<file path="config.mk">
export PLATFORM = sky130hd
export DESIGN_NAME = dissolved_oxygen_compensated_reading
export DESIGN_NICKNAME = d
export VERILOG_FILES = /design/src/design/docr_pkg.sv /design/src/design/docr_div.sv /design/src/design/docr_dp.sv /design/src/design/docr_ctrl.sv /design/src/design/dissolved_oxygen_compensated_reading.sv
export SDC_FILE = /design/constraint.sdc
export NUM_CORES = 2
export LEC_CHECK = 0
export BUFFER_PORTS_ARGS = -buffer_cell sky130_fd_sc_hd__buf_4
export CORE_ASPECT_RATIO = 0.5
export CORE_MARGIN = 3
export CORE_UTILIZATION = 60
export DETAILED_ROUTE_END_ITERATION = 10
export PLACE_DENSITY = 0.87
export SLEW_MARGIN = 10
export SYNTH_ARGS = -nofsm -noshare
export SYNTH_HDL_FRONTEND = slang
export SYNTH_SLANG_ARGS = --single-unit
</file>
<file path="constraint.sdc">
create_clock -name clk -period 11.4 [get_ports clk]
set_input_delay 1.71 -clock clk [delete_from_list [all_inputs] [get_ports clk]]
set_output_delay 1.71 -clock clk [all_outputs]
set_load 0.005 [all_outputs]
</file>
<file path="src/design/docr_pkg.sv">
// Package for the dissolved-oxygen compensated reading block.
// Holds the FSM state, command and status types, register codes and the
// constant saturation and water-vapor lookup tables. No dependencies.
package docr_pkg;

    // Averaging and table limits
    localparam int MAX_AVERAGE  = 255;
    localparam int TABLE_POINTS = 41;
    localparam int TABLE_LAST   = TABLE_POINTS - 1;

    // Shared divider widths: dividend and divisor
    localparam int DIV_NW = 48;
    localparam int DIV_DW = 32;
    localparam int DIV_CW = $clog2(DIV_NW);

    // Sea-level pressure in 0.0001 hPa, probe slope in 0.01 mV per 0.01 degC
    localparam logic [23:0] SEA_LEVEL_P100 = 24'd10132500;
    localparam int          SLOPE_PER_DEG  = 35;

    // Valid ranges of temperature and pressure for compensation
    localparam int TEMP_MAX = 4000;
    localparam int AIR_MIN  = 50000;
    localparam int AIR_MAX  = 110000;

    // Reciprocal of 100 for the whole-degree split (t * 5243 >> 19)
    localparam logic [12:0] RECIP_100  = 13'd5243;
    localparam int          RECIP_SHFT = 19;

    // Output saturation limits
    localparam logic [47:0] DO_POS_LIM = 48'd524287;
    localparam logic [47:0] DO_NEG_LIM = 48'd524288;

    // Configuration register indexes
    typedef enum logic [2:0] {
        REG_CALIBRATED     = 3'd0,
        REG_SAT_MILLIVOLTS = 3'd1,
        REG_CAL_TEMP       = 3'd2,
        REG_AIR_PRESSURE   = 3'd3,
        REG_AVERAGE_COUNT  = 3'd4
    } cfg_reg_t;

    // Result status codes
    typedef enum logic [1:0] {
        STAT_OK     = 2'd0,
        STAT_NO_CAL = 2'd1,
        STAT_RANGE  = 2'd2,
        STAT_SLOPE  = 2'd3
    } status_t;

    // Divider operand selection
    typedef enum logic [1:0] {
        DIV_AVG = 2'd0,
        DIV_SAT = 2'd1,
        DIV_DO  = 2'd2
    } div_sel_t;

    // Controller states
    typedef enum logic [3:0] {
        ST_IDLE,
        ST_AVG,
        ST_AVG_WAIT,
        ST_LO,
        ST_FRAC,
        ST_INTERP,
        ST_DRY,
        ST_MUL,
        ST_SAT,
        ST_SAT_WAIT,
        ST_MUL3,
        ST_DOV,
        ST_DOV_WAIT,
        ST_DONE
    } state_t;

    // Commands from controller to datapath
    typedef struct packed {
        logic     accept;
        logic     div_start;
        div_sel_t div_sel;
        logic     ld_avg;
        logic     ld_lo;
        logic     ld_frac;
        logic     ld_interp;
        logic     ld_dry;
        logic     ld_mul;
        logic     ld_sat;
        logic     ld_mul3;
        logic     ld_do;
        logic     ld_out;
    } cmd_t;

    // Status from datapath to controller
    typedef struct packed {
        logic grp_end;
        logic stat_ok;
        logic div_done;
        logic out_busy;
    } sts_t;

    // Sea-level oxygen saturation in ug/L (0.001 mg/L), per whole degC
    function automatic logic [13:0] sat_lookup(input logic [5:0] idx);
        logic [13:0] v;
        case (idx)
            6'd0:  v = 14'd14460;  6'd1:  v = 14'd14220;  6'd2:  v = 14'd13820;
            6'd3:  v = 14'd13440;  6'd4:  v = 14'd13090;  6'd5:  v = 14'd12740;
            6'd6:  v = 14'd12420;  6'd7:  v = 14'd12110;  6'd8:  v = 14'd11810;
            6'd9:  v = 14'd11530;  6'd10: v = 14'd11260;  6'd11: v = 14'd11010;
            6'd12: v = 14'd10770;  6'd13: v = 14'd10530;  6'd14: v = 14'd10300;
            6'd15: v = 14'd10080;  6'd16: v = 14'd9860;   6'd17: v = 14'd9660;
            6'd18: v = 14'd9460;   6'd19: v = 14'd9270;   6'd20: v = 14'd9080;
            6'd21: v = 14'd8900;   6'd22: v = 14'd8730;   6'd23: v = 14'd8570;
            6'd24: v = 14'd8410;   6'd25: v = 14'd8250;   6'd26: v = 14'd8110;
            6'd27: v = 14'd7960;   6'd28: v = 14'd7820;   6'd29: v = 14'd7690;
            6'd30: v = 14'd7560;   6'd31: v = 14'd7430;   6'd32: v = 14'd7300;
            6'd33: v = 14'd7180;   6'd34: v = 14'd7070;   6'd35: v = 14'd6950;
            6'd36: v = 14'd6840;   6'd37: v = 14'd6730;   6'd38: v = 14'd6630;
            6'd39: v = 14'd6530;   6'd40: v = 14'd6410;
            default: v = 14'd6410;
        endcase
        return v;
    endfunction

    // Water vapor pressure in 0.01 hPa per whole degC
    function automatic logic [12:0] vap_lookup(input logic [5:0] idx);
        logic [12:0] v;
        case (idx)
            6'd0:  v = 13'd611;   6'd1:  v = 13'd657;   6'd2:  v = 13'd706;
            6'd3:  v = 13'd758;   6'd4:  v = 13'd813;   6'd5:  v = 13'd872;
            6'd6:  v = 13'd935;   6'd7:  v = 13'd1002;  6'd8:  v = 13'd1073;
            6'd9:  v = 13'd1148;  6'd10: v = 13'd1228;  6'd11: v = 13'd1313;
            6'd12: v = 13'd1402;  6'd13: v = 13'd1498;  6'd14: v = 13'd1598;
            6'd15: v = 13'd1705;  6'd16: v = 13'd1818;  6'd17: v = 13'd1938;
            6'd18: v = 13'd2064;  6'd19: v = 13'd2197;  6'd20: v = 13'd2338;
            6'd21: v = 13'd2487;  6'd22: v = 13'd2644;  6'd23: v = 13'd2810;
            6'd24: v = 13'd2984;  6'd25: v = 13'd3169;  6'd26: v = 13'd3362;
            6'd27: v = 13'd3567;  6'd28: v = 13'd3781;  6'd29: v = 13'd4007;
            6'd30: v = 13'd4245;  6'd31: v = 13'd4495;  6'd32: v = 13'd4757;
            6'd33: v = 13'd5033;  6'd34: v = 13'd5323;  6'd35: v = 13'd5627;
            6'd36: v = 13'd5946;  6'd37: v = 13'd6280;  6'd38: v = 13'd6630;
            6'd39: v = 13'd6998;  6'd40: v = 13'd7382;
            default: v = 13'd7382;
        endcase
        return v;
    endfunction

endpackage

</file>
<file path="src/design/docr_div.sv">
// Shared restoring divider, one quotient bit per clock.
// Depends on docr_pkg for operand widths.
module docr_div (
    input  logic                          clk,
    input  logic                          rst_n,
    input  logic                          start,
    input  logic [docr_pkg::DIV_NW-1:0]   num,
    input  logic [docr_pkg::DIV_DW-1:0]   den,
    output logic                          done,
    output logic [docr_pkg::DIV_NW-1:0]   quo
);
    import docr_pkg::*;

    logic [DIV_DW-1:0] rem_reg, rem_next;
    logic [DIV_NW-1:0] quo_reg, quo_next;
    logic [DIV_DW-1:0] den_reg;
    logic [DIV_CW-1:0] cnt_reg, cnt_next;
    logic              busy_reg, busy_next;
    logic              done_reg, done_next;

    logic [DIV_DW:0]   shifted;
    logic [DIV_DW+1:0] diff;
    logic              ge;

    // One trial subtraction per step
    assign shifted = {rem_reg, quo_reg[DIV_NW-1]};
    assign diff    = {1'b0, shifted} - {2'b00, den_reg};
    assign ge      = ~diff[DIV_DW+1];

    always_comb
    begin
        rem_next  = rem_reg;
        quo_next  = quo_reg;
        cnt_next  = cnt_reg;
        busy_next = busy_reg;
        done_next = 1'b0;
        if (start)
        begin
            rem_next  = '0;
            quo_next  = num;
            cnt_next  = DIV_CW'(DIV_NW - 1);
            busy_next = 1'b1;
        end
        else if (busy_reg)
        begin
            rem_next = ge ? diff[DIV_DW-1:0] : shifted[DIV_DW-1:0];
            quo_next = {quo_reg[DIV_NW-2:0], ge};
            cnt_next = cnt_reg - 1'b1;
            if (cnt_reg == '0)
            begin
                busy_next = 1'b0;
                done_next = 1'b1;
            end
        end
    end

    always_ff @(posedge clk or negedge rst_n)
    begin
        if (!rst_n)
        begin
            cnt_reg  <= '0;
            busy_reg <= 1'b0;
            done_reg <= 1'b0;
        end
        else
        begin
            cnt_reg  <= cnt_next;
            busy_reg <= busy_next;
            done_reg <= done_next;
        end
    end

    always_ff @(posedge clk)
    begin
        rem_reg <= rem_next;
        quo_reg <= quo_next;
        if (start)
        begin
            den_reg <= den;
        end
    end

    assign done = done_reg;
    assign quo  = quo_reg;

endmodule

</file>
<file path="src/design/docr_dp.sv">
// Datapath: configuration registers, sample accumulator, table
// interpolation, compensation arithmetic and output register.
// Depends on docr_pkg and docr_div.
module docr_dp (
    input  logic                clk,
    input  logic                rst_n,
    input  docr_pkg::cmd_t      cmd,
    output docr_pkg::sts_t      sts,
    input  logic [15:0]         sample,
    input  logic [14:0]         temperature,
    input  logic                cfg_wr_en,
    input  logic [2:0]          cfg_addr,
    input  logic [18:0]         cfg_wdata,
    input  logic                out_ready,
    output logic                out_valid,
    output logic [19:0]         dissolved_oxygen,
    output logic [15:0]         average_sample,
    output logic [1:0]          status
);
    import docr_pkg::*;

    // Configuration
    logic        cal_reg;
    logic [18:0] smv_reg;
    logic [11:0] ctemp_reg;
    logic [16:0] air_reg;
    logic [7:0]  avgcnt_reg;

    // Accumulation
    logic signed [23:0] sum_reg, sum_add, hold_reg;
    logic [7:0]         taken_reg, taken_inc, need, n_reg;
    logic signed [14:0] temp_reg;
    logic [23:0]        mag;
    logic               neg;

    // Compensation
    logic               t_ok, air_ok;
    logic signed [15:0] t_diff;
    logic signed [22:0] vslope;
    status_t            stat;
    logic [24:0]        lo_prod;
    logic [5:0]         lo_reg, up_idx;
    logic [6:0]         frac_reg;
    logic [11:0]        frac_full;
    logic [13:0]        s_lo_reg, s_up_reg;
    logic [12:0]        v_lo_reg, v_up_reg;
    logic signed [14:0] s_dif;
    logic signed [13:0] v_dif;
    logic signed [22:0] s100_full;
    logic signed [20:0] vp_full;
    logic [20:0]        s100_reg;
    logic [19:0]        vp_reg;
    logic [23:0]        dry_loc_reg, dry_sea_reg;
    logic [31:0]        den2_reg;
    logic [27:0]        nv_prod;
    logic [23:0]        mul_a;
    logic [20:0]        mul_b;
    logic [44:0]        mul_p, prod_reg;
    logic [20:0]        sat_reg;
    logic [15:0]        avg_reg;
    logic signed [19:0] dov_reg, dov_val;
    logic [16:0]        avg_q;

    // Divider
    logic [DIV_NW-1:0]  div_num, div_quo;
    logic [DIV_DW-1:0]  div_den;
    logic               div_done;

    // Output register
    logic               out_valid_reg, out_valid_next;
    logic [19:0]        out_dov_reg;
    logic [15:0]        out_avg_reg;
    logic [1:0]         out_stat_reg;

    // Configuration writes
    always_ff @(posedge clk or negedge rst_n)
    begin
        if (!rst_n)
        begin
            cal_reg    <= 1'b0;
            smv_reg    <= 19'd100;
            ctemp_reg  <= 12'd0;
            air_reg    <= 17'd101325;
            avgcnt_reg <= 8'd1;
        end
        else if (cfg_wr_en)
        begin
            case (cfg_reg_t'(cfg_addr))
                REG_CALIBRATED:     cal_reg    <= cfg_wdata[0];
                REG_SAT_MILLIVOLTS: smv_reg    <= cfg_wdata;
                REG_CAL_TEMP:       ctemp_reg  <= cfg_wdata[11:0];
                REG_AIR_PRESSURE:   air_reg    <= cfg_wdata[16:0];
                REG_AVERAGE_COUNT:  avgcnt_reg <= cfg_wdata[7:0];
                default:            ;
            endcase
        end
    end

    // Group length and end detection
    assign need      = (avgcnt_reg == 8'd0) ? 8'd1 :
                       ((avgcnt_reg > 8'(MAX_AVERAGE)) ? 8'(MAX_AVERAGE) : avgcnt_reg);
    assign taken_inc = taken_reg + 8'd1;
    assign sum_add   = sum_reg + 24'(signed'(sample));

    always_ff @(posedge clk or negedge rst_n)
    begin
        if (!rst_n)
        begin
            sum_reg   <= '0;
            taken_reg <= '0;
        end
        else if (cmd.accept)
        begin
            if (sts.grp_end)
            begin
                sum_reg   <= '0;
                taken_reg <= '0;
            end
            else
            begin
                sum_reg   <= sum_add;
                taken_reg <= taken_inc;
            end
        end
    end

    // Group snapshot for the result
    always_ff @(posedge clk)
    begin
        if (cmd.accept)
        begin
            temp_reg <= signed'(temperature);
            hold_reg <= sum_add;
            n_reg    <= taken_inc;
        end
    end

    assign neg = hold_reg[23];
    assign mag = neg ? 24'(-hold_reg) : 24'(hold_reg);

    // Status and probe voltage at saturation
    assign t_ok   = !temp_reg[14] && (temp_reg <= 15'(TEMP_MAX));
    assign air_ok = (air_reg >= 17'(AIR_MIN)) && (air_reg <= 17'(AIR_MAX));
    assign t_diff = 16'(temp_reg) - signed'({4'b0000, ctemp_reg});
    assign vslope = signed'({4'b0000, smv_reg}) + 23'(t_diff) * 23'(SLOPE_PER_DEG);

    always_comb
    begin
        if (!cal_reg)
            stat = STAT_NO_CAL;
        else if (!t_ok || !air_ok)
            stat = STAT_RANGE;
        else if (vslope <= 23'sd0)
            stat = STAT_SLOPE;
        else
            stat = STAT_OK;
    end

    // Whole-degree index by reciprocal multiply, then remainder
    assign lo_prod   = temp_reg[11:0] * RECIP_100;
    assign up_idx    = (lo_reg < 6'(TABLE_LAST)) ? lo_reg + 6'd1 : lo_reg;
    assign frac_full = temp_reg[11:0] - 12'(lo_reg * 7'd100);

    // Linear interpolation in 0.01 table units
    assign s_dif     = signed'({1'b0, s_up_reg}) - signed'({1'b0, s_lo_reg});
    assign v_dif     = signed'({1'b0, v_up_reg}) - signed'({1'b0, v_lo_reg});
    assign s100_full = signed'({9'd0, s_lo_reg}) * 23'sd100
                     + signed'({16'd0, frac_reg}) * 23'(s_dif);
    assign vp_full   = signed'({8'd0, v_lo_reg}) * 21'sd100
                     + signed'({14'd0, frac_reg}) * 21'(v_dif);

    // n times slope voltage
    assign nv_prod = n_reg * vslope[19:0];

    // Shared multiplier: pressure scaling, then sum times saturation
    assign mul_a = cmd.ld_mul3 ? mag : dry_loc_reg;
    assign mul_b = cmd.ld_mul3 ? sat_reg : s100_reg;
    assign mul_p = mul_a * mul_b;

    always_ff @(posedge clk)
    begin
        if (cmd.ld_lo)
            lo_reg <= lo_prod[RECIP_SHFT+5:RECIP_SHFT];
        if (cmd.ld_frac)
        begin
            frac_reg <= frac_full[6:0];
            s_lo_reg <= sat_lookup(lo_reg);
            s_up_reg <= sat_lookup(up_idx);
            v_lo_reg <= vap_lookup(lo_reg);
            v_up_reg <= vap_lookup(up_idx);
        end
        if (cmd.ld_interp)
        begin
            s100_reg <= s100_full[20:0];
            vp_reg   <= vp_full[19:0];
        end
        if (cmd.ld_dry)
        begin
            dry_loc_reg <= 24'(air_reg) * 24'd100 - 24'(vp_reg);
            dry_sea_reg <= SEA_LEVEL_P100 - 24'(vp_reg);
            den2_reg    <= {1'b0, nv_prod, 3'b000};
        end
        if (cmd.ld_mul || cmd.ld_mul3)
            prod_reg <= mul_p;
        if (cmd.ld_sat)
            sat_reg <= div_quo[20:0];
        if (cmd.ld_avg)
            avg_reg <= avg_q[15:0];
        if (cmd.ld_do)
            dov_reg <= dov_val;
    end

    // Divider operands, each with half the divisor for rounding
    always_comb
    begin
        case (cmd.div_sel)
            DIV_AVG:
            begin
                div_num = DIV_NW'(mag) + DIV_NW'(n_reg >> 1);
                div_den = DIV_DW'(n_reg);
            end
            DIV_SAT:
            begin
                div_num = DIV_NW'(prod_reg) + DIV_NW'(dry_sea_reg >> 1);
                div_den = DIV_DW'(dry_sea_reg);
            end
            DIV_DO:
            begin
                div_num = DIV_NW'(prod_reg) + DIV_NW'(den2_reg >> 1);
                div_den = den2_reg;
            end
            default:
            begin
                div_num = '0;
                div_den = '0;
            end
        endcase
    end

    docr_div u_div (
        .clk   (clk),
        .rst_n (rst_n),
        .start (cmd.div_start),
        .num   (div_num),
        .den   (div_den),
        .done  (div_done),
        .quo   (div_quo)
    );

    // Signed rounding and saturation of quotients
    assign avg_q = neg ? 17'(-div_quo[16:0]) : div_quo[16:0];

    always_comb
    begin
        if (!neg)
            dov_val = (div_quo > DO_POS_LIM) ? 20'sd524287 : signed'(div_quo[19:0]);
        else if (div_quo > DO_NEG_LIM)
            dov_val = -20'sd524288;
        else
            dov_val = 20'(-signed'({1'b0, div_quo[19:0]}));
    end

    // Output register
    always_comb
    begin
        out_valid_next = out_valid_reg;
        if (out_valid_reg && out_ready)
            out_valid_next = 1'b0;
        if (cmd.ld_out)
            out_valid_next = 1'b1;
    end

    always_ff @(posedge clk or negedge rst_n)
    begin
        if (!rst_n)
            out_valid_reg <= 1'b0;
        else
            out_valid_reg <= out_valid_next;
    end

    always_ff @(posedge clk)
    begin
        if (cmd.ld_out)
        begin
            out_dov_reg  <= (stat == STAT_OK) ? dov_reg : 20'sd0;
            out_avg_reg  <= avg_reg;
            out_stat_reg <= stat;
        end
    end

    // Status to controller
    assign sts.grp_end  = (taken_inc >= need);
    assign sts.stat_ok  = (stat == STAT_OK);
    assign sts.div_done = div_done;
    assign sts.out_busy = out_valid_reg && !out_ready;

    assign out_valid        = out_valid_reg;
    assign dissolved_oxygen = out_dov_reg;
    assign average_sample   = out_avg_reg;
    assign status           = out_stat_reg;

endmodule

</file>
<file path="src/design/docr_ctrl.sv">
// Controller FSM sequencing accumulation, divisions and the result load.
// Depends on docr_pkg.
module docr_ctrl (
    input  logic            clk,
    input  logic            rst_n,
    input  logic            in_valid,
    output logic            in_ready,
    input  docr_pkg::sts_t  sts,
    output docr_pkg::cmd_t  cmd
);
    import docr_pkg::*;

    state_t state_reg, state_next;

    always_ff @(posedge clk or negedge rst_n)
    begin
        if (!rst_n)
            state_reg <= ST_IDLE;
        else
            state_reg <= state_next;
    end

    // Next state
    always_comb
    begin
        state_next = state_reg;
        case (state_reg)
            ST_IDLE:
                if (in_valid && sts.grp_end)
                    state_next = ST_AVG;
            ST_AVG:      state_next = ST_AVG_WAIT;
            ST_AVG_WAIT:
                if (sts.div_done)
                    state_next = sts.stat_ok ? ST_LO : ST_DONE;
            ST_LO:       state_next = ST_FRAC;
            ST_FRAC:     state_next = ST_INTERP;
            ST_INTERP:   state_next = ST_DRY;
            ST_DRY:      state_next = ST_MUL;
            ST_MUL:      state_next = ST_SAT;
            ST_SAT:      state_next = ST_SAT_WAIT;
            ST_SAT_WAIT:
                if (sts.div_done)
                    state_next = ST_MUL3;
            ST_MUL3:     state_next = ST_DOV;
            ST_DOV:      state_next = ST_DOV_WAIT;
            ST_DOV_WAIT:
                if (sts.div_done)
                    state_next = ST_DONE;
            ST_DONE:
                if (!sts.out_busy)
                    state_next = ST_IDLE;
            default:     state_next = ST_IDLE;
        endcase
    end

    // Outputs
    always_comb
    begin
        cmd      = '0;
        cmd.div_sel = DIV_AVG;
        in_ready = 1'b0;
        case (state_reg)
            ST_IDLE:
            begin
                in_ready   = 1'b1;
                cmd.accept = in_valid;
            end
            ST_AVG:
            begin
                cmd.div_start = 1'b1;
                cmd.div_sel   = DIV_AVG;
            end
            ST_AVG_WAIT: cmd.ld_avg    = sts.div_done;
            ST_LO:       cmd.ld_lo     = 1'b1;
            ST_FRAC:     cmd.ld_frac   = 1'b1;
            ST_INTERP:   cmd.ld_interp = 1'b1;
            ST_DRY:      cmd.ld_dry    = 1'b1;
            ST_MUL:      cmd.ld_mul    = 1'b1;
            ST_SAT:
            begin
                cmd.div_start = 1'b1;
                cmd.div_sel   = DIV_SAT;
            end
            ST_SAT_WAIT: cmd.ld_sat    = sts.div_done;
            ST_MUL3:     cmd.ld_mul3   = 1'b1;
            ST_DOV:
            begin
                cmd.div_start = 1'b1;
                cmd.div_sel   = DIV_DO;
            end
            ST_DOV_WAIT: cmd.ld_do     = sts.div_done;
            ST_DONE:     cmd.ld_out    = !sts.out_busy;
            default:     ;
        endcase
    end

endmodule

</file>
<file path="src/design/dissolved_oxygen_compensated_reading.sv">
// Top level of the dissolved-oxygen compensated reading block.
// Instantiates docr_ctrl and docr_dp; types from docr_pkg.
//
//  channel | direction | transaction
//  s_*     | in        | one probe sample with water temperature
//  m_*     | out       | one compensated reading per completed group
//  cfg_*   | in        | register write, no read-back
//
// A sample that does not close its group leaves the controller idle, ready
// for the next. The closing sample is followed by the averaging division
// and, unless the status is an error, two more passes through the shared
// bit-serial divider; no sample is taken meanwhile, nor while a finished
// reading waits for the output register. The result waits in an output
// register, so accumulation of the next group goes on while m_tready is
// low. Reset clears the accumulator and restores the register defaults.
module dissolved_oxygen_compensated_reading (
    input  logic        clk,
    input  logic        rst_n,
    input  logic        s_tvalid,
    output logic        s_tready,
    input  logic [31:0] s_tdata,   // [15:0] sample, [30:16] temperature, [31] zero
    output logic        m_tvalid,
    input  logic        m_tready,
    output logic [39:0] m_tdata,   // [19:0] dissolved_oxygen, [35:20] average_sample
    output logic [1:0]  m_tuser,   // [1:0] status
    input  logic        cfg_wr_en,
    input  logic [2:0]  cfg_addr,
    input  logic [18:0] cfg_wdata
);
    import docr_pkg::*;

    cmd_t        cmd;
    sts_t        sts;
    logic [19:0] dov;
    logic [15:0] avg;

    docr_ctrl u_ctrl (
        .clk      (clk),
        .rst_n    (rst_n),
        .in_valid (s_tvalid),
        .in_ready (s_tready),
        .sts      (sts),
        .cmd      (cmd)
    );

    docr_dp u_dp (
        .clk              (clk),
        .rst_n            (rst_n),
        .cmd              (cmd),
        .sts              (sts),
        .sample           (s_tdata[15:0]),
        .temperature      (s_tdata[30:16]),
        .cfg_wr_en        (cfg_wr_en),
        .cfg_addr         (cfg_addr),
        .cfg_wdata        (cfg_wdata),
        .out_ready        (m_tready),
        .out_valid        (m_tvalid),
        .dissolved_oxygen (dov),
        .average_sample   (avg),
        .status           (m_tuser)
    );

    assign m_tdata = {4'b0000, avg, dov};

endmodule
</file>
# Word level (Yosys, flattened, before mapping)
# Memories as Yosys holds them, arrays and structs flattened. A register that Yosys moved wholly into a read port is not among the register bits.
# Index checks and enable logic that the tools add are counted.
[totals]
regBits = 559
mem_bits_ro = 3328
input_bits = 59
word_cells = 178
n_memories = 4
[memory_table]
columns = ["memory", "depth", "width", "rd", "rd_clocked_by_memory_dff", "wr", "line_no", "text"]
rows = [
  ["(name not given)", 64, 13, 1, 1, 0, "docr_pkg.sv:103", "case (idx)"],
  ["(name not given)", 64, 13, 1, 1, 0, "docr_pkg.sv:103", ""],
  ["(name not given)", 64, 13, 1, 1, 0, "docr_pkg.sv:126", "case (idx)"],
  ["(name not given)", 64, 13, 1, 1, 0, "docr_pkg.sv:126", ""],
]
[op_classes]
muxes = 50
eq_ne = 24
bitwise = 1
multipliers = 10
n_reduce_logical = 26
n_addsub = 20
order_cmp = 9
[ops]
columns = ["op", "count"]
rows = [
  ["one-hot mux 48 bit (3 select lines)", 1],
  ["two-way mux 48 bit", 2],
  ["one-hot mux 31 bit (3 select lines)", 1],
  ["two-way mux 24 bit", 3],
  ["two-way mux 20 bit", 3],
  ["one-hot mux 4 bit (14 select lines)", 1],
  ["> comparator 48 x 19 -> 1 bit (second input constant)", 1],
  ["> comparator 48 x 20 -> 1 bit (second input constant)", 1],
  ["adder 45 x 23 -> 46 bit", 1],
  ["adder 45 x 30 -> 46 bit", 1],
  ["multiplier 24 x 21 -> 45 bit", 1],
  ["subtractor 33 x 32 -> 34 bit", 1],
  ["two-way mux 32 bit", 1],
  ["multiplier 8 x 20 -> 28 bit", 1],
  ["adder 24 x 7 -> 25 bit", 1],
  ["multiplier 12 x 13 -> 25 bit (second input constant)", 1],
  ["adder 24 x 16 -> 24 bit", 1],
  ["== test 4 bit (second input constant)", 6],
  ["two-way mux 4 bit", 6],
  ["two-way mux 8 bit", 3],
  ["negator 24 bit", 1],
  ["subtractor 24 x 20 -> 24 bit", 1],
  ["subtractor 24 x 20 -> 24 bit (first input constant)", 1],
  ["adder 20 x 23 -> 23 bit", 1],
  ["other kinds (53)", 99],
]

# Logic depth before layout (Yosys ltp)
[depth]
depth_word = 11
depth_mapped = 42
ltp_nobuf = 42

# Hierarchy
# From an unflattened synthesis, not the netlist that was laid out.
[hier_totals]
cells_unflattened = 7738
hier_area_um2 = 72620.9
[modules_own_cells]
columns = ["module", "seq_area_each_um2", "area_per_inst_um2", "cells_per_inst", "instances"]
rows = [
  ["docr_dp", 13170.1, 65487.8, 7066, 1],
  ["docr_div", 3243.1, 6652.6, 603, 1],
  ["docr_ctrl", 100.1, 446.7, 64, 1],
  ["dissolved_oxygen_compensated_reading", 0.0, 33.8, 5, 1],
]

# Least setup slack after synthesis
# No wires, ideal clock.
[synth_path]
path_kind = "flip-flop to flip-flop"
startpoint = "register u_dp.temp_reg[0]"
endpoint = "register u_dp.den2_reg[29] (data pin)"
setup_slack_ps = 1738
synth_period_minus_slack_ps = 9662
t_required_ps = 11135
t_arrival_ps = 9397
stages_incl_launch_ff = 40
path_cell_list = "edfxtp_1 > inv_1 > ha_1 > fa_1 > nor2b_1 > o21ai_0 > a21boi_0 > o21ai_0 > a21boi_0 > o21a_1 > o21ai_0 > nand2b_1 > a21oi_1 > xnor2_1 > ha_1 > inv_1 > fa_1 > fa_1 > [... 4 more ...] > a21bo_2 > and2_1 > o21ai_0 > a31oi_1 > xnor2_1 > and2_1 > fa_1 > inv_1 > fa_1 > fa_1 > fa_1 > inv_1 > ha_1 > a21o_1 > and3_1 > a2111oi_0 > o21ai_0 > xor2_1"
[synth_between]
elab_chain_cells = 4
[synth_lines]
columns = ["item", "line_no", "text"]
rows = [
  ["from (decl)", "docr_dp.sv:32", "logic signed [14:0] temp_reg;"],
  ["from (signal assigned)", "docr_dp.sv:132", "temp_reg <= signed'(temperature);"],
  ["subtractor 15 x 13 -> 16 bit", "docr_dp.sv:144", "assign t_diff = 16'(temp_reg) - signed'({4'b0000, ctemp_reg});"],
  ["multiplier 16 x 7 -> 23 bit", "docr_dp.sv:145", "assign vslope = signed'({4'b0000, smv_reg}) + 23'(t_diff) * 23'(SLOPE_PER_DEG);"],
  ["adder 20 x 23 -> 23 bit", "docr_dp.sv:145", ""],
  ["multiplier 8 x 20 -> 28 bit", "docr_dp.sv:173", "assign nv_prod = n_reg * vslope[19:0];"],
  ["named net u_dp.nv_prod[26]", "docr_dp.sv:55", "logic [27:0] nv_prod;"],
  ["to (signal assigned)", "docr_dp.sv:201", "den2_reg <= {1'b0, nv_prod, 3'b000};"],
  ["to (decl)", "docr_dp.sv:54", "logic [31:0] den2_reg;"],
]
# The timed path passes the listed nets, and every way through them passes these cells.
# A chain may end at the register's enable or synchronous reset.

# Worst setup path in the final report
# Ends and elaborated chain as after synthesis.

==> impl_metrics.ini <==
[sta]
worst_pin_slew_ns = 1.366
slew_violations = 0
setup_viol_count_final = 0
relSlewSlack_pct = 8.717
clock_skew_ns = 0.05940
final.min_clock_period_ns = 10.80
hold_violations = 0
max_freq_mhz = 92.62
rsz0062_at_grt = no
tns_ns = 0
final.period_utilization_pct = 94.70

[min_path]
hold_class = reg -> reg
hold_depth = 0

[pwr]
ir_worst_vdd_mv = 0.5079
clockPowerShare_pct = 16.6
leakagePower_uw = 0.03618
cellInternalPower_uw = 6427
swShare_pct = 46.23
switchingPower_uw = 5527
comb_power_share_pct = 62.2
power.density_nw_per_um2 = 155.8
seqPwrFrac_pct = 21.2

[grt]
grt_pass1_wl_mm = 305.8
grt_max_degree = 74
first_global_vias = 57200
grt_antenna_before_repair = 4
grt_usage_pct = 30.82
gr-total-overflow = 0

[logic_synthesis]
synth_mux_area_share_pct = 1.264
synth_edf_count = 442
synth.avg_cell_area_um2 = 9.280
synth_compound_area_share_pct = 12.10
yosys.area_share.simple_pct = 14.20
ys_warn_count = 0
synth.most_common_cell = inv_1
synth_fa_ha_area_share_pct = 36.46
synth.cell_area_um2 = 72190
ys_ff_latch = 576
synth_common_cells = inv_1, nand2_1, fa_1
synthArstFlopShare_pct = 17.71
yosysTopAreaCellShare_pct = 22.57
synth-main-ff-cell = edfxtp_1
synthXorXnorAreaFrac_pct = 5.094
synth_top_family_by_area = adder cells
ys_types = 99
yosys.area.top_type = fa_1
yosys-top-cells-area = fa_1, edfxtp_1, ha_1
syn_inst = 7779
synth_seq_area_share_pct = 22.83

[clock_tree]
cts_buffers = 55
clock-sinks = 576
clk_latency_ns = 0.68
clock_path_buffers = 3
cts-root-buf = clkbuf_16
cts_tree = yes
holdBufCountCts = 0
cts_htree_levels = 2
path_clk_slew_ns = 0.07

[critical_path]
cp.depth = 38
cpMostUsedCell = fa_1
path_buf_inv = 6
crit_family = adder cells
critPathKind = reg -> reg
slowest_delay_ns = 0.69
critPathCaptureType = register
cp.required_ns = 11.77
critPathMaxFanout = 9
crit_path_start_kind = register
cp_slowest_cell = xor2_1
arrival_ns = 11.17
ff2ff_path_depth = 38

[place]
postPlaceCellArea_um2 = 74680
portBuffers = 97
hpwl_mm = 151.5
placedCellCount = 9293
finalWeightedCongestion = 1.011

[detailed_routing]
num_vias = 56890
drc = 0
viasPerCell = 6.049
first_pass_iters = 8
drtAntennaViolNets = 0
wl_per_cell_um = 20.43
wirelength_mm = 192.1
initialDrtViolationCount = 6432

[floorplanning]
io_pins = 103
die_height_um = 251.3
initial_core_util_pct = 60.87
rows = 89
fp.dieW_um = 496.5
core_area_um2 = 118600
dieArea_um2 = 124800

[finish]
layout.cells.non_filler = 9404
largest_reg_flops = 48
final_area_um2 = 76710
nets = 9436
syn2layout_area_growth_pct = 6.260
drive_above_1_share_pct = 5.468

[outcome]
outcome = finished, final reports clean

[job]
maxCapViolCount = 0
-- layout by cell type (no fill, tap or decap), drive strengths merged, types with 28 or more instances in the layout --
master and instances:
mux2i 36, nor2 472, ha 801, a211oi 43, fa 814, nand2 897
nand2b 71, a22o 28, nor2b 74, o211ai 31, xor2 127, dfxtp 32
o21ai 306, inv 1272, a21o 138, nand4 32, xnor2 286, nor3 99
o21bai 47, a31oi 63, a21oi 352, o21a 51, and3 39, nand3 89
or3 36, edfxtp 442, o22ai 47, mux2 49, dfrtp 88, clkbuf 73
and2 287, buf 194
-- worst reg2reg max path: cells and delay by family (launching register included) --
kind,cells,cell delay [ns]
adders and majority gates,11,4.70
AOI/OAI and AO/OA,14,2.94
and+or+nand+nor,5,0.93
xor gates and xnor gates,2,0.84
buffers and inverters,6,0.56
DFF,1,0.53
-- cell families (layout without fill, tap and decap cells) --
| group | after synthesis | in the layout |
|---|---|---|
| buffers and inverters | 1537 | 1564 |
| DFF | 576 | 576 |
| adders and majority gates | 1615 | 1615 |
| and+or+nand+nor | 2195 | 2195 |
| xor gates and xnor gates | 415 | 415 |
| other | 1 | 7 |
| AOI/OAI and AO/OA | 1355 | 1355 |
| muxes | 85 | 85 |
-- through the flow --
stage | total power (uW) | util (%) | setup slack (ns) | hold WS [ns]
2_1_floorplan | 7699 | - | 1.738 | 0.4003
3_3_place_gp | 9280 | 62.97 | 0.9012 | 0.4016
3_5_place_dp | 9562 | 62.97 | 0.7853 | 0.4054
4_1_cts | 11590 | 64.59 | 0.3981 | 0.4215
5_1_grt | 12830 | 64.68 | 0.05345 | 0.4240
6_report | 11950 | 64.68 | 0.6037 | 0.4214
-- routing by layer --
metal	up-vias	wire (um)	GRT usage [%]
li1	25660	-	-
met1	27720	74790	41.48
met2	2874	85970	48.48
met3	628	22040	7.279
met4	4	9278	12.12
met5	-	30	0
-- power groups by stage --
stage / clock network [uW] / registers [uW] / logic (uW)
2_1_floorplan: 0 / 2560 / 5130
3_3_place_gp: 0 / 2580 / 6700
3_5_place_dp: 0 / 2580 / 6980
4_1_cts: 2010 / 2540 / 7050
5_1_grt: 2080 / 2540 / 8200
6_report: 1980 / 2540 / 7430
-- path summary, 6_finish.rpt --
| check | from | slack, ns | to |
|---|---|---|---|
| min in group asynchronous | rst_n | 1.06 | u_dp.out_valid |
| max in group asynchronous | rst_n | 9.00 | u_dp.air_reg[12] |
| setup reg to reg | u_dp.temp_reg[0] | 0.60 | u_dp.den2_reg[29] |
| hold / removal | u_dp.avg_reg[14] | 0.42 | u_dp.average_sample[14] |
| setup / recovery | u_dp.temp_reg[0] | 0.60 | u_dp.den2_reg[29] |
| hold reg to reg | u_dp.avg_reg[14] | 0.42 | u_dp.average_sample[14] |
-- cell type report --
cell class | count | area (um^2)
Multi-Input combinational cell | 5669 | 50100
Timing Repair Buffer | 194 | 1456
Tap cell | 1592 | 1992
Clock buffer | 73 | 1545
Fill cell | 9021 | 41890
Clock inverter | 31 | 372.9
Inverter | 1266 | 4752
Sequential cell | 576 | 16480
Antenna cell | 3 | 7.507
-- timing repair --
action	CTS	global route
buffers inserted	0	4
resized for setup	0	12
endpoints found under the hold margin	0	0
endpoints found under the setup margin	0	5
Power figures use the tool's default switching activity.
